$ cat src/ipc_pkg.sv
// Shared types and constants for the isolated pixel counter.
`default_nettype none

package ipc_pkg;

  localparam int unsigned PIX_W      = 8;
  localparam int unsigned CNT_W      = 15;
  localparam int unsigned CFG_W      = 8;
  localparam int unsigned APB_ADDR_W = 3;
  localparam int unsigned APB_DATA_W = 32;

  localparam logic [PIX_W-1:0] STAR_CODE    = 8'd42;
  localparam logic [CNT_W-1:0] COUNT_MAX    = 15'h7FFF;
  localparam logic [CFG_W-1:0] WIDTH_RESET  = 8'd100;
  localparam logic [CFG_W-1:0] HEIGHT_RESET = 8'd100;

  typedef enum logic [0:0] {
    REG_WIDTH  = 1'b0,
    REG_HEIGHT = 1'b1
  } reg_idx_e;

  typedef struct packed {
    logic iso;
    logic star;
  } flag_t;

  typedef struct packed {
    logic [CFG_W-1:0] width;
    logic [CFG_W-1:0] height;
  } geom_t;

  function automatic flag_t clear_iso(flag_t f);
    flag_t r;
    r     = f;
    r.iso = 1'b0;
    return r;
  endfunction

endpackage

`default_nettype wire

$ cat src/ipc_if.sv
// Handshake interfaces for the pixel input channel and the count result channel.
`default_nettype none

interface ipc_pixel_if;
  import ipc_pkg::*;
  logic             valid;
  logic             ready;
  logic [PIX_W-1:0] pixel_byte;
  modport source (output valid, output pixel_byte, input ready);
  modport sink (input valid, input pixel_byte, output ready);
endinterface

interface ipc_result_if;
  import ipc_pkg::*;
  logic             valid;
  logic             ready;
  logic [CNT_W-1:0] isolated_count;
  logic             frame_done;
  modport source (output valid, output isolated_count, output frame_done, input ready);
  modport sink (input valid, input isolated_count, input frame_done, output ready);
endinterface

`default_nettype wire

$ cat src/ipc_ram.sv
// Generic single-write, single-read synchronous RAM with registered read data.
`default_nettype none

module ipc_ram #(
  parameter int unsigned WIDTH = 2,
  parameter int unsigned DEPTH = 128
) (
  input  wire logic                     clk_i,
  input  wire logic                     we_i,
  input  wire logic [$clog2(DEPTH)-1:0] waddr_i,
  input  wire logic [WIDTH-1:0]         wdata_i,
  input  wire logic                     re_i,
  input  wire logic [$clog2(DEPTH)-1:0] raddr_i,
  output logic      [WIDTH-1:0]         rdata_o
);

  logic [WIDTH-1:0] mem_q [DEPTH];
  logic [WIDTH-1:0] rdata_q;

  always_ff @(posedge clk_i) begin
    if (we_i) begin
      mem_q[waddr_i] <= wdata_i;
    end
    if (re_i) begin
      rdata_q <= mem_q[raddr_i];
    end
  end

  assign rdata_o = rdata_q;

endmodule

`default_nettype wire

$ cat src/ipc_cfg.sv
// APB register file holding the image geometry.
`default_nettype none

module ipc_cfg (
  input  wire logic                               clk_i,
  input  wire logic                               rst_ni,
  input  wire logic                               psel,
  input  wire logic                               penable,
  input  wire logic                               pwrite,
  input  wire logic [ipc_pkg::APB_ADDR_W-1:0]     paddr,
  input  wire logic [ipc_pkg::APB_DATA_W-1:0]     pwdata,
  output logic      [ipc_pkg::APB_DATA_W-1:0]     prdata,
  output logic                                    pready,
  output ipc_pkg::geom_t                          geom_o
);
  import ipc_pkg::*;

  logic [CFG_W-1:0] width_q;
  logic [CFG_W-1:0] height_q;
  reg_idx_e         addr_idx;
  logic             wr_en;

  assign addr_idx = reg_idx_e'(paddr[2]);
  assign wr_en    = psel && penable && pwrite;
  assign pready   = 1'b1;

  always_ff @(posedge clk_i or negedge rst_ni) begin
    if (!rst_ni) begin
      width_q  <= WIDTH_RESET;
      height_q <= HEIGHT_RESET;
    end else if (wr_en) begin
      case (addr_idx)
        REG_WIDTH: begin
          width_q <= pwdata[CFG_W-1:0];
        end
        REG_HEIGHT: begin
          height_q <= pwdata[CFG_W-1:0];
        end
        default: begin
          width_q <= width_q;
        end
      endcase
    end
  end

  always_comb begin
    case (addr_idx)
      REG_WIDTH: begin
        prdata = {{(APB_DATA_W-CFG_W){1'b0}}, width_q};
      end
      REG_HEIGHT: begin
        prdata = {{(APB_DATA_W-CFG_W){1'b0}}, height_q};
      end
      default: begin
        prdata = '0;
      end
    endcase
  end

  assign geom_o.width  = width_q;
  assign geom_o.height = height_q;

endmodule

`default_nettype wire

$ cat src/ipc_core.sv
// Raster update engine: line-store access, neighbor window, running count and result register.
`default_nettype none

module ipc_core #(
  parameter int unsigned MAX_WIDTH  = 128,
  parameter int unsigned MAX_HEIGHT = 128
) (
  input  wire logic      clk_i,
  input  wire logic      rst_ni,
  input  wire ipc_pkg::geom_t geom_i,
  ipc_pixel_if.sink      pix,
  ipc_result_if.source   res
);
  import ipc_pkg::*;

  localparam int unsigned CW  = $clog2(MAX_WIDTH);
  localparam int unsigned RW  = (MAX_HEIGHT > 1) ? $clog2(MAX_HEIGHT) : 1;
  localparam int unsigned EWW = (CW + 1 > CFG_W) ? CW + 1 : CFG_W;
  localparam int unsigned EWH = (RW + 1 > CFG_W) ? RW + 1 : CFG_W;

  logic [CW-1:0]    col_q;
  logic [RW-1:0]    row_q;
  logic [CNT_W-1:0] cnt_q;
  logic [CW-1:0]    prev_col_q;
  flag_t            left_q;
  flag_t            hold_q;
  flag_t            up_q;
  flag_t            head0_q;
  flag_t            head1_q;
  flag_t            ur_head_q;
  logic             use_head_q;
  logic             byp_q;
  flag_t            byp_data_q;
  logic             out_valid_q;
  logic [CNT_W-1:0] out_cnt_q;
  logic             out_done_q;

  logic [EWW-1:0]   w_ext;
  logic [EWH-1:0]   h_ext;
  logic [CW-1:0]    last_c;
  logic [RW-1:0]    last_r;
  logic             acc;
  logic             star;
  logic             c_first;
  logic             up_ok;
  logic             last_col;
  logic             last_row;
  flag_t            ram_rdata;
  flag_t            ur_raw;
  flag_t            left;
  flag_t            ul;
  flag_t            up;
  flag_t            ur;
  flag_t            fresh;
  flag_t            wr_data;
  flag_t            up_w;
  flag_t            ur_w;
  flag_t            final0;
  flag_t            final1;
  logic             any_star;
  logic             inc;
  logic [2:0]       n_dec;
  logic [CNT_W-1:0] cnt_dec;
  logic [CNT_W-1:0] cnt_new;
  logic [CW-1:0]    rd_addr;
  logic             is_col1;
  logic             is_col2;

  always_comb begin
    w_ext = EWW'(geom_i.width);
    h_ext = EWH'(geom_i.height);
    if (w_ext == '0) begin
      last_c = '0;
    end else if (w_ext > EWW'(MAX_WIDTH)) begin
      last_c = CW'(MAX_WIDTH - 1);
    end else begin
      last_c = CW'(w_ext - 1'b1);
    end
    if (h_ext == '0) begin
      last_r = '0;
    end else if (h_ext > EWH'(MAX_HEIGHT)) begin
      last_r = RW'(MAX_HEIGHT - 1);
    end else begin
      last_r = RW'(h_ext - 1'b1);
    end
  end

  assign pix.ready = !out_valid_q || res.ready;
  assign acc       = pix.valid && pix.ready;
  assign star      = (pix.pixel_byte == STAR_CODE);
  assign c_first   = (col_q == '0);
  assign up_ok     = (row_q != '0);
  assign last_col  = (col_q >= last_c);
  assign last_row  = (row_q >= last_r);
  assign is_col1   = ({1'b0, col_q} == (CW + 1)'(1));
  assign is_col2   = ({1'b0, col_q} == (CW + 1)'(2));
  assign rd_addr   = CW'({1'b0, col_q} + (CW + 1)'(2));

  always_comb begin
    ur_raw = use_head_q ? ur_head_q : (byp_q ? byp_data_q : ram_rdata);
    left   = c_first ? flag_t'('0) : left_q;
    ul     = (!c_first && up_ok) ? hold_q : flag_t'('0);
    up     = up_ok ? up_q : flag_t'('0);
    ur     = (up_ok && !last_col) ? ur_raw : flag_t'('0);

    any_star = left.star || ul.star || up.star || ur.star;
    inc      = star && !any_star;
    n_dec    = star ? (3'({2'b0, left.iso}) + 3'({2'b0, ul.iso})
                     + 3'({2'b0, up.iso}) + 3'({2'b0, ur.iso})) : 3'd0;
    cnt_dec  = (cnt_q > CNT_W'(n_dec)) ? (cnt_q - CNT_W'(n_dec)) : '0;
    cnt_new  = (inc && (cnt_dec != COUNT_MAX)) ? (cnt_dec + 1'b1) : cnt_dec;

    fresh.star = star;
    fresh.iso  = inc;
    wr_data    = (star && !c_first) ? clear_iso(left_q) : left_q;
    up_w       = star ? clear_iso(up) : up;
    ur_w       = star ? clear_iso(ur) : ur;

    if (c_first) begin
      final0 = fresh;
    end else if (is_col1) begin
      final0 = wr_data;
    end else begin
      final0 = head0_q;
    end
    if (is_col1) begin
      final1 = fresh;
    end else if (is_col2) begin
      final1 = wr_data;
    end else begin
      final1 = head1_q;
    end
  end

  ipc_ram #(
    .WIDTH ($bits(flag_t)),
    .DEPTH (MAX_WIDTH)
  ) u_line_ram (
    .clk_i   (clk_i),
    .we_i    (acc),
    .waddr_i (prev_col_q),
    .wdata_i (wr_data),
    .re_i    (acc),
    .raddr_i (rd_addr),
    .rdata_o (ram_rdata)
  );

  always_ff @(posedge clk_i or negedge rst_ni) begin
    if (!rst_ni) begin
      col_q       <= '0;
      row_q       <= '0;
      cnt_q       <= '0;
      prev_col_q  <= '0;
      left_q      <= '0;
      hold_q      <= '0;
      use_head_q  <= 1'b0;
      byp_q       <= 1'b0;
      out_valid_q <= 1'b0;
    end else begin
      if (acc) begin
        prev_col_q <= col_q;
        left_q     <= fresh;
        hold_q     <= last_col ? flag_t'('0) : up_w;
        use_head_q <= last_col;
        byp_q      <= (rd_addr == prev_col_q);
        if (last_col) begin
          col_q <= '0;
          if (last_row) begin
            row_q <= '0;
            cnt_q <= '0;
          end else begin
            row_q <= row_q + 1'b1;
            cnt_q <= cnt_new;
          end
        end else begin
          col_q <= col_q + 1'b1;
          cnt_q <= cnt_new;
        end
        out_valid_q <= 1'b1;
      end else if (res.ready) begin
        out_valid_q <= 1'b0;
      end
    end
  end

  always_ff @(posedge clk_i) begin
    if (acc) begin
      up_q       <= last_col ? final0 : ur_w;
      ur_head_q  <= final1;
      byp_data_q <= wr_data;
      out_cnt_q  <= cnt_new;
      out_done_q <= last_col && last_row;
      if (is_col1) begin
        head0_q <= wr_data;
      end
      if (is_col2) begin
        head1_q <= wr_data;
      end
    end
  end

  assign res.valid          = out_valid_q;
  assign res.isolated_count = out_cnt_q;
  assign res.frame_done     = out_done_q;

`ifndef SYNTHESIS
  a_frame_clear : assert property (@(posedge clk_i) disable iff (!rst_ni)
    acc && last_col && last_row |=> cnt_q == '0)
    else $error("count not cleared after the last pixel of a frame");

  a_col_step : assert property (@(posedge clk_i) disable iff (!rst_ni)
    acc && !last_col |=> col_q == CW'($past(col_q) + 1'b1))
    else $error("column did not advance by one");

  a_wr_addr : assert property (@(posedge clk_i) disable iff (!rst_ni)
    col_q != '0 |-> prev_col_q == CW'(col_q - 1'b1))
    else $error("line store write address is not the left neighbor");

  a_out_source : assert property (@(posedge clk_i) disable iff (!rst_ni)
    !out_valid_q && !acc |=> !out_valid_q)
    else $error("result appeared without an input transfer");
`endif

endmodule

`default_nettype wire

$ cat src/isolated_pixel_counter.sv
// Top level of the isolated pixel counter: APB geometry registers and the update engine.
// A pixel's result is registered and presented in the cycle after its input transfer.
// Throughput: one pixel per cycle while no pending result waits on res_o.ready; set
// by the single-write line-store RAM doing one deferred write and one lookahead read per pixel.
// Reset clears the row and column positions, the running count and result valid flag;
// geometry returns to 100 by 100. The line store is not cleared: each row is written
// before the next row reads it.
`default_nettype none

module isolated_pixel_counter #(
  parameter int unsigned MAX_WIDTH  = 128,
  parameter int unsigned MAX_HEIGHT = 128
) (
  input  wire logic                           clk_i,
  input  wire logic                           rst_ni,
  ipc_pixel_if.sink                           pix_i,
  ipc_result_if.source                        res_o,
  input  wire logic                           psel,
  input  wire logic                           penable,
  input  wire logic                           pwrite,
  input  wire logic [ipc_pkg::APB_ADDR_W-1:0] paddr,
  input  wire logic [ipc_pkg::APB_DATA_W-1:0] pwdata,
  output logic      [ipc_pkg::APB_DATA_W-1:0] prdata,
  output logic                                pready
);
  import ipc_pkg::*;

  geom_t geom;

  ipc_cfg u_cfg (
    .clk_i   (clk_i),
    .rst_ni  (rst_ni),
    .psel    (psel),
    .penable (penable),
    .pwrite  (pwrite),
    .paddr   (paddr),
    .pwdata  (pwdata),
    .prdata  (prdata),
    .pready  (pready),
    .geom_o  (geom)
  );

  ipc_core #(
    .MAX_WIDTH  (MAX_WIDTH),
    .MAX_HEIGHT (MAX_HEIGHT)
  ) u_core (
    .clk_i  (clk_i),
    .rst_ni (rst_ni),
    .geom_i (geom),
    .pix    (pix_i),
    .res    (res_o)
  );

endmodule

`default_nettype wire
$ cat src/flat_wrapper.sv
// flat-port wrapper written by rule: the top's interface ports become plain ports
module isolated_pixel_counter_flat import ipc_pkg::*;
#(
  parameter int unsigned MAX_WIDTH  = 128,
  parameter int unsigned MAX_HEIGHT = 128
)
  (clk_i, rst_ni, psel, penable, pwrite, paddr, pwdata, prdata, pready, pix_i_valid, pix_i_pixel_byte, pix_i_ready, res_o_valid, res_o_isolated_count, res_o_frame_done, res_o_ready);
  ipc_pixel_if pix_i_i ();
  ipc_result_if res_o_i ();
  input  wire logic clk_i;
  input  wire logic rst_ni;
  input  wire logic psel;
  input  wire logic penable;
  input  wire logic pwrite;
  input  wire logic [ipc_pkg::APB_ADDR_W-1:0] paddr;
  input  wire logic [ipc_pkg::APB_DATA_W-1:0] pwdata;
  output logic      [ipc_pkg::APB_DATA_W-1:0] prdata;
  output logic pready;
  input wire logic [$bits(pix_i_i.valid)-1:0] pix_i_valid;
  input wire logic [$bits(pix_i_i.pixel_byte)-1:0] pix_i_pixel_byte;
  output wire logic [$bits(pix_i_i.ready)-1:0] pix_i_ready;
  output wire logic [$bits(res_o_i.valid)-1:0] res_o_valid;
  output wire logic [$bits(res_o_i.isolated_count)-1:0] res_o_isolated_count;
  output wire logic [$bits(res_o_i.frame_done)-1:0] res_o_frame_done;
  input wire logic [$bits(res_o_i.ready)-1:0] res_o_ready;
  assign pix_i_i.valid = pix_i_valid;
  assign pix_i_i.pixel_byte = pix_i_pixel_byte;
  assign pix_i_ready = pix_i_i.ready;
  assign res_o_valid = res_o_i.valid;
  assign res_o_isolated_count = res_o_i.isolated_count;
  assign res_o_frame_done = res_o_i.frame_done;
  assign res_o_i.ready = res_o_ready;
  isolated_pixel_counter #(.MAX_WIDTH(MAX_WIDTH), .MAX_HEIGHT(MAX_HEIGHT)) u_core (.clk_i(clk_i), .rst_ni(rst_ni), .pix_i(pix_i_i), .res_o(res_o_i), .psel(psel), .penable(penable), .pwrite(pwrite), .paddr(paddr), .pwdata(pwdata), .prdata(prdata), .pready(pready));
endmodule
$ cat config.mk
export PLATFORM = sky130hd
export DESIGN_NAME = isolated_pixel_counter_flat
export DESIGN_NICKNAME = d
export VERILOG_FILES = /design/src/ipc_pkg.sv /design/src/ipc_if.sv /design/src/ipc_ram.sv /design/src/ipc_cfg.sv /design/src/ipc_core.sv /design/src/isolated_pixel_counter.sv /design/src/flat_wrapper.sv
export SDC_FILE = /design/constraint.sdc
export NUM_CORES = 1
export LEC_CHECK = 0
export BUFFER_PORTS_ARGS = -buffer_cell sky130_fd_sc_hd__buf_2
export CAP_MARGIN = 20
export CELL_PAD_IN_SITES_DETAIL_PLACEMENT = 0
export CELL_PAD_IN_SITES_GLOBAL_PLACEMENT = 1
export CORE_MARGIN = 2
export CORE_UTILIZATION = 51
export DETAILED_ROUTE_END_ITERATION = 16
export HOLD_SLACK_MARGIN = 0.12
export PLACE_DENSITY_LB_ADDON = 0.1
export SYNTH_ARGS = -nofsm -noshare
export SYNTH_HDL_FRONTEND = slang
export SYNTH_SLANG_ARGS = --single-unit
$ cat constraint.sdc
create_clock -name clk_i -period 10.5 [get_ports clk_i]
set_clock_uncertainty 0.05 [all_clocks]
set_input_delay 2.625 -clock clk_i [delete_from_list [all_inputs] [get_ports clk_i]]
set_output_delay 2.625 -clock clk_i [all_outputs]
set_load 0.01 [all_outputs]
After elaboration in Yosys (flattened, before gate mapping)
Memories as Yosys holds them, arrays and structs flattened. A register that Yosys moved wholly into a read port is not among the register bits. Cells that the tools add are included.

Output and inout port bits: 51. Memories: 1. Logic and storage cells: 103. Bits in writable memories: 256. Input bits: 50. Bits in registers: 85.

Memory list: u_core.u_core.u_line_ram.mem_q (depth 128, width 2, rd ports 1, clocked after Yosys merged registers in 1, write ports 1, RTL line ipc_ram.sv:17) `logic [WIDTH-1:0] mem_q [DEPTH];`.

Eq/ne operators: 5. Bitwise operators: 1. $add $sub $neg: 10. Magnitude comparators: 5. Reduce and logical (&&, ||, !) cells: 25. Multiplexer cells: 31.

Operator list (count): $pmux W32 S2 (1); $mux W15 (4); $mux W7 (6); $mux W2 (15); $gt A8 B8 Y1 const B (2); $logic_not A8 Y1 (2); $add A15 B1 Y15 const B (1); $gt A15 B3 Y1 (1); $ne A15 B15 Y1 const B (1); $sub A15 B3 Y15 (1); $add A7 B1 Y7 const B (2); $ge A7 B7 Y1 (2); $sub A7 B1 Y7 const B (2); $logic_and A1 B1 Y1 (9); $eq A8 B6 Y1 const B (1); $add A7 B2 Y7 const B (1); $eq A7 B1 Y1 const B (1); $eq A7 B2 Y1 const B (1); $eq A7 B7 Y1 (1); $logic_not A7 Y1 (1); $reduce_bool A7 Y1 (1); $reduce_and A2 Y1 (3); $logic_not A1 Y1 (4); $logic_or A1 B1 Y1 (4); 7 further kinds (10).

Longest topological paths before layout
Depth in word-level cells: 16. Gate-level depth with buffers: 30. Gate-level depth less buffers: 28.

Hierarchy
A second synthesis with hierarchy kept.

Cell total of the unflattened synthesis: 1217. Area, all modules: 16468.3 sq um.

By module, submodules not included: ipc_ram (seq. area each 7747.4 sq um, cells each 611, area each 10632.7 sq um, times used 1); ipc_core (seq. area each 1856.8 sq um, cells each 536, area each 4906.0 sq um, times used 1); ipc_cfg (seq. area each 407.9 sq um, cells each 70, area each 929.6 sq um, times used 1).

Worst setup path after synthesis
Ideal clock, no wire load.

Path type: input -> register. From: input pix_i_pixel_byte[3]. To: register u_core.u_core.byp_data_q[1] (netlist name), data pin. Library setup time: 1.266 ns. Slack: 0.809 ns. Arrival time: 8.375 ns. Stages: 4. Data required time: 9.184 ns. Buffers on the path: 1. Path through: nor4bb_1 and4b_1 clkbuf_1 a21boi_0.

Word-level cells in the longest chain between the ends: 3.

Ends and longest elaborated chain: start: declaration (RTL line flat_wrapper.sv:20) `input wire logic [$bits(pix_i_i.pixel_byte)-1:0] pix_i_pixel_byte;`; $eq A8 B6 Y1 (RTL line ipc_core.sv:90) `assign star = (pix.pixel_byte == STAR_CODE);`; $logic_and A1 B1 Y1 (RTL line ipc_core.sv:115) `wr_data = (star && !c_first) ? clear_iso(left_q) : left_q;`; $mux W2 (RTL line ipc_core.sv:115); net u_core.u_core.u_line_ram.wdata_i[1] (RTL line ipc_ram.sv:11) `input wire logic [WIDTH-1:0] wdata_i,`; end signal: assignment (RTL line ipc_core.sv:190) `byp_data_q <= wr_data;`; end: declaration (RTL line ipc_core.sv:33) `flag_t byp_data_q;`.

The timed path passes the listed nets, and every way through them passes these cells. A chain may end at the register's enable or synchronous reset.

Worst setup path after layout
From: register u_core.u_cfg.width_q[4]. To: register u_core.u_core.cnt_q[4].

Word-level cells in the longest chain between the ends: 16. Elaborated cells between the ends (all ways): 23. Those cells by class: 4 x add/sub; 3 x order compare; 1 x eq/ne; 8 x mux; 7 x reduce/logical.

Ends and longest elaborated chain: start: declaration (RTL line ipc_cfg.sv:18) `logic [CFG_W-1:0] width_q;`; start signal: assignment (RTL line ipc_cfg.sv:34) `width_q <= pwdata[CFG_W-1:0];`; start signal: assignment (RTL line ipc_cfg.sv:40) `width_q <= width_q;`; $sub A7 B1 Y7 or $gt A8 B8 Y1 (tied branches) (RTL line ipc_core.sv:77, ipc_core.sv:74); $mux W7 (RTL line ipc_core.sv:74) `end else if (w_ext > EWW'(MAX_WIDTH)) begin`; $mux W7 (*) (RTL line ipc_core.sv:72) `if (w_ext == '0) begin`; $ge A7 B7 Y1 (*) (RTL line ipc_core.sv:93) `assign last_col = (col_q >= last_c);`; parallel branches: the longest is 11 deep, another holds $sub A15 B3 Y15; $mux W15 (*) (RTL line ipc_core.sv:166) `if (last_col) begin`; end signal: assignment (RTL line ipc_core.sv:173) `cnt_q <= cnt_new;`; end signal: assignment (RTL line ipc_core.sv:177) `cnt_q <= cnt_new;`; end: declaration (RTL line ipc_core.sv:23) `logic [CNT_W-1:0] cnt_q;`.

Every way passes the cells marked *.

==> flow_metrics.tcl <==
set metrics [dict create \
    netlist_instances 1128 \
    synth_top_area_cell "edfxtp_1" \
    synth_area_um2 16200 \
    rsz0062_at_grt "false" \
    worstSetupStartpoint "u_core.u_cfg.width_q[4]$_DFFE_PN0P_" \
    die-area_um2 33100 \
    period_share_pct 64.7 \
    row_count 65 \
    layout-drive-gt1-share_pct 22.0 \
    cts_max_level 2 \
    hold_path.class "reg2reg" \
    reg2reg_to "u_core.u_core.cnt_q[4]$_DFFE_PN0P_" \
    worstSetupEndpoint "u_core.u_core.cnt_q[4]$_DFFE_PN0P_" \
    synth_edf_count 284 \
    drt-initial-drc-count 700 \
    cp_data_arrival_time_ns 7.15 \
    tightestPinTransition_ns 1.04 \
    worstSkewPairLatency_ns 0.54 \
    async_reset_ff_share_pct 17.2 \
    portBuffers 49 \
    cts.path.max_buffers 3 \
    worst-setup-path-type "reg2reg" \
    stdcell_area_um2 17900 \
    status "completed" \
    synth.area.top_cells "edfxtp_1 53%, mux4_2 12%, dfrtp_1 8.2%, nor2_1 3.7%, ha_1 2.4%" \
    worstPathRequired_ns 10.86 \
    clockRootBuffer "clkbuf_16" \
    r2r_slack_ns 3.71 \
    rr_worst_depth 26 \
    crit_slowest_cell "nor4_1" \
    power.leakage_nw 6.27 \
    ys.flop_type "edfxtp_1" \
    grt.total_usage_pct 21.1 \
    cpPeakStageDelay_ns 0.56 \
    setup_viol 0 \
    n_antenna_cell 0 \
    drcViolationCount 0 \
    ant_nets 0 \
    path_delay_family "simple AND/OR/NAND/NOR gates" \
    slew_viol_final 0 \
    hp-start "u_core.u_core.hold_q[0]$_DFFE_PN0P_" \
    cts_resized 0 \
    hold_buffers 0 \
    ios 101 \
    maxSlewHeadroom_pct 30.6 \
    synth.most_common_cell "edfxtp_1" \
    netlist-cell-type-count 76 \
    p_per_area_nw_per_um2 220 \
    cap_violations 0 \
    vias_per_cell 5.75 \
    place_area_um2 16700 \
    postCtsSetupBuffers 0 \
    grt.overflow.total 0 \
    yosys_register_bits 343 \
    wl_um 33400 \
    initial_core_util_pct 51.5 \
    yosys_warnings 0 \
    period_minus_slack_ns 6.79 \
    antenna_found_initial 0 \
    vias 9143 \
    yosysSeqAreaShare_pct 62.0 \
    core_um2 31400 \
    drtPass1Iterations 5 \
    routedWlPerCell_um 21.0 \
    whs_ns 0.435 \
    dp_hpwl_um 20600 \
    cp.depth 26 \
    die_x_um 182 \
    grt_max_degree 112 \
    start_kind "flop" \
    clkTransAtPathRegs_ns 0.06 \
    crit_path_max_fanout 10 \
    cts.sinks 343 \
    cp-end-kind "flop" \
    synthTopCellsByCount "284 x edfxtp_1, 158 x nor2_1, 84 x mux4_2, 70 x nand2_1, 53 x dfrtp_1" \
    cts_tree "done" \
    grt_pass1_vias 9482 \
    max_freq_mhz 147 \
    fin_util_pct 57.0 \
    yosysTopAreaCellShare_pct 52.8 \
    timing.setup.tns_ns 0 \
    nets 1248 \
    grt_pass1_wl_um 53800 \
    finalHoldViolations 0 \
    area.growth.synth_to_final_pct 10.7 \
    gp_congestion 0.757 \
    path_buf_inv 3 \
    postSynthAreaPerCell_um2 14.3 \
    numCtsBuffers 37 \
    ir_drop_uv 139 \
    r2r_start "u_core.u_cfg.width_q[4]$_DFFE_PN0P_" \
    total_power_mw 3.93 \
    dieHeight_um 182 \
]
logic make-up after synthesis:
family,after synthesis,share of synthesized area [%]
other,2,0.0465
flip-flops,343,62.0
AO/OA/AOI/OAI,111,4.65
adder cells (fa/ha/maj),36,2.83
multiplexers,120,14.2
buffers and inverters,110,3.26
AND/OR/NAND/NOR,360,10.6
XOR/XNOR,46,2.49
worst register-to-register path: stages (launching register included):
cell	delay, ns
dfrtp_1	0.44
nor4_1	0.56
nand3b_1	0.17
inv_1	0.12
nand2_1	0.10
a21oi_1	0.15
ha_1	0.26
a21o_1	0.18
a31oi_1	0.18
o21a_1	0.42
nand3_1	0.20
fa_1	0.52
inv_1	0.05
ha_1	0.19
ha_1	0.26
nand2_1	0.10
inv_1	0.07
fa_1	0.44
nor2b_1	0.33
nand4bb_1	0.36
xor2_1	0.30
a211oi_4	0.09
and2_1	0.18
a31oi_2	0.36
and2_1	0.25
nor3_1	0.08
a221o_1	0.27
state kept, by name, summed over array words and instances (netlist names):
signal,cells
u_core.u_cfg.height_q,8
u_core.u_cfg.width_q,8
u_core.u_core.byp_data_q,2
u_core.u_core.byp_q,1
u_core.u_core.cnt_q,15
u_core.u_core.col_q,7
u_core.u_core.head0_q,2
u_core.u_core.head1_q,2
u_core.u_core.hold_q,2
u_core.u_core.left_q,2
u_core.u_core.prev_col_q,7
u_core.u_core.res.frame_done,1
u_core.u_core.res.isolated_count,15
u_core.u_core.res.valid,1
u_core.u_core.row_q,7
u_core.u_core.u_line_ram.mem_q,256
u_core.u_core.u_line_ram.rdata_o,2
u_core.u_core.up_q,2
u_core.u_core.ur_head_q,2
u_core.u_core.use_head_q,1
power breakdown:
part           internal (mW)  switching, mW
sequential              1.54         0.0949
clock                  0.774          0.524
combinational          0.477          0.521
cells in the final DEF (no fill, tap or decap), drive strengths merged, types with 7 or more instances in the layout:
| cell type | netlist | final |
|---|---|---|
| nand2 | 70 | 70 |
| mux2 | 32 | 32 |
| nor3 | 12 | 12 |
| mux4 | 84 | 84 |
| nor2b | 9 | 9 |
| nand3 | 23 | 23 |
| conb | 2 | 25 |
| clkinv | 0 | 7 |
| buf | 41 | 60 |
| nand3b | 7 | 7 |
| xor2 | 30 | 30 |
| or2 | 13 | 13 |
| edfxtp | 284 | 284 |
| o21ai | 34 | 34 |
| nor4 | 11 | 11 |
| dfrtp | 53 | 53 |
| ha | 31 | 31 |
| nand4 | 13 | 13 |
| nor2 | 158 | 158 |
| inv | 25 | 26 |
| clkbuf | 44 | 51 |
| xnor2 | 16 | 16 |
| and2 | 13 | 13 |
| a21oi | 27 | 27 |
how the worst min path moves through the flow:
stage | cells past startpoint | end | slack (ns)
floorplan | 2 | u_core.u_core.hold_q[0]$_DFFE_PN0P_ | 0.39
global placement | 2 | u_core.u_core.hold_q[0]$_DFFE_PN0P_ | 0.40
detailed placement | 2 | u_core.u_core.hold_q[0]$_DFFE_PN0P_ | 0.42
CTS | 2 | u_core.u_core.hold_q[0]$_DFFE_PN0P_ | 0.44
global route | 2 | u_core.u_core.hold_q[0]$_DFFE_PN0P_ | 0.49
finish | 2 | u_core.u_core.hold_q[0]$_DFFE_PN0P_ | 0.43
layer usage:
metal | wire length [um] | vias up | global-route usage, %
met1 | 14500 | 4597 | 28.1
met2 | 16800 | 210 | 36.3
met5 | 0 | - | 0
li1 | - | 4277 | -
met4 | 846 | 0 | 6.32
met3 | 1360 | 59 | 2.89
per-stage QoR:
step                      setup slack [ns]  instances
final                                 3.71       1591
after global routing                  3.09       1591
after CTS                             3.65       1590
after detailed placement              3.68       1527
after global placement                3.71       1527
after floorplan                      0.809       1151
cell type report:
class | instances | area [um2]
fillers | 2551 | 13500
flip-flops and latches | 343 | 10000
multi-input cells | 698 | 5720
clock buffers | 51 | 1010
well taps | 402 | 503
repair buffers | 60 | 348
clock inverters | 12 | 184
inverters | 25 | 93.8
Power figures use the tool's default switching activity.
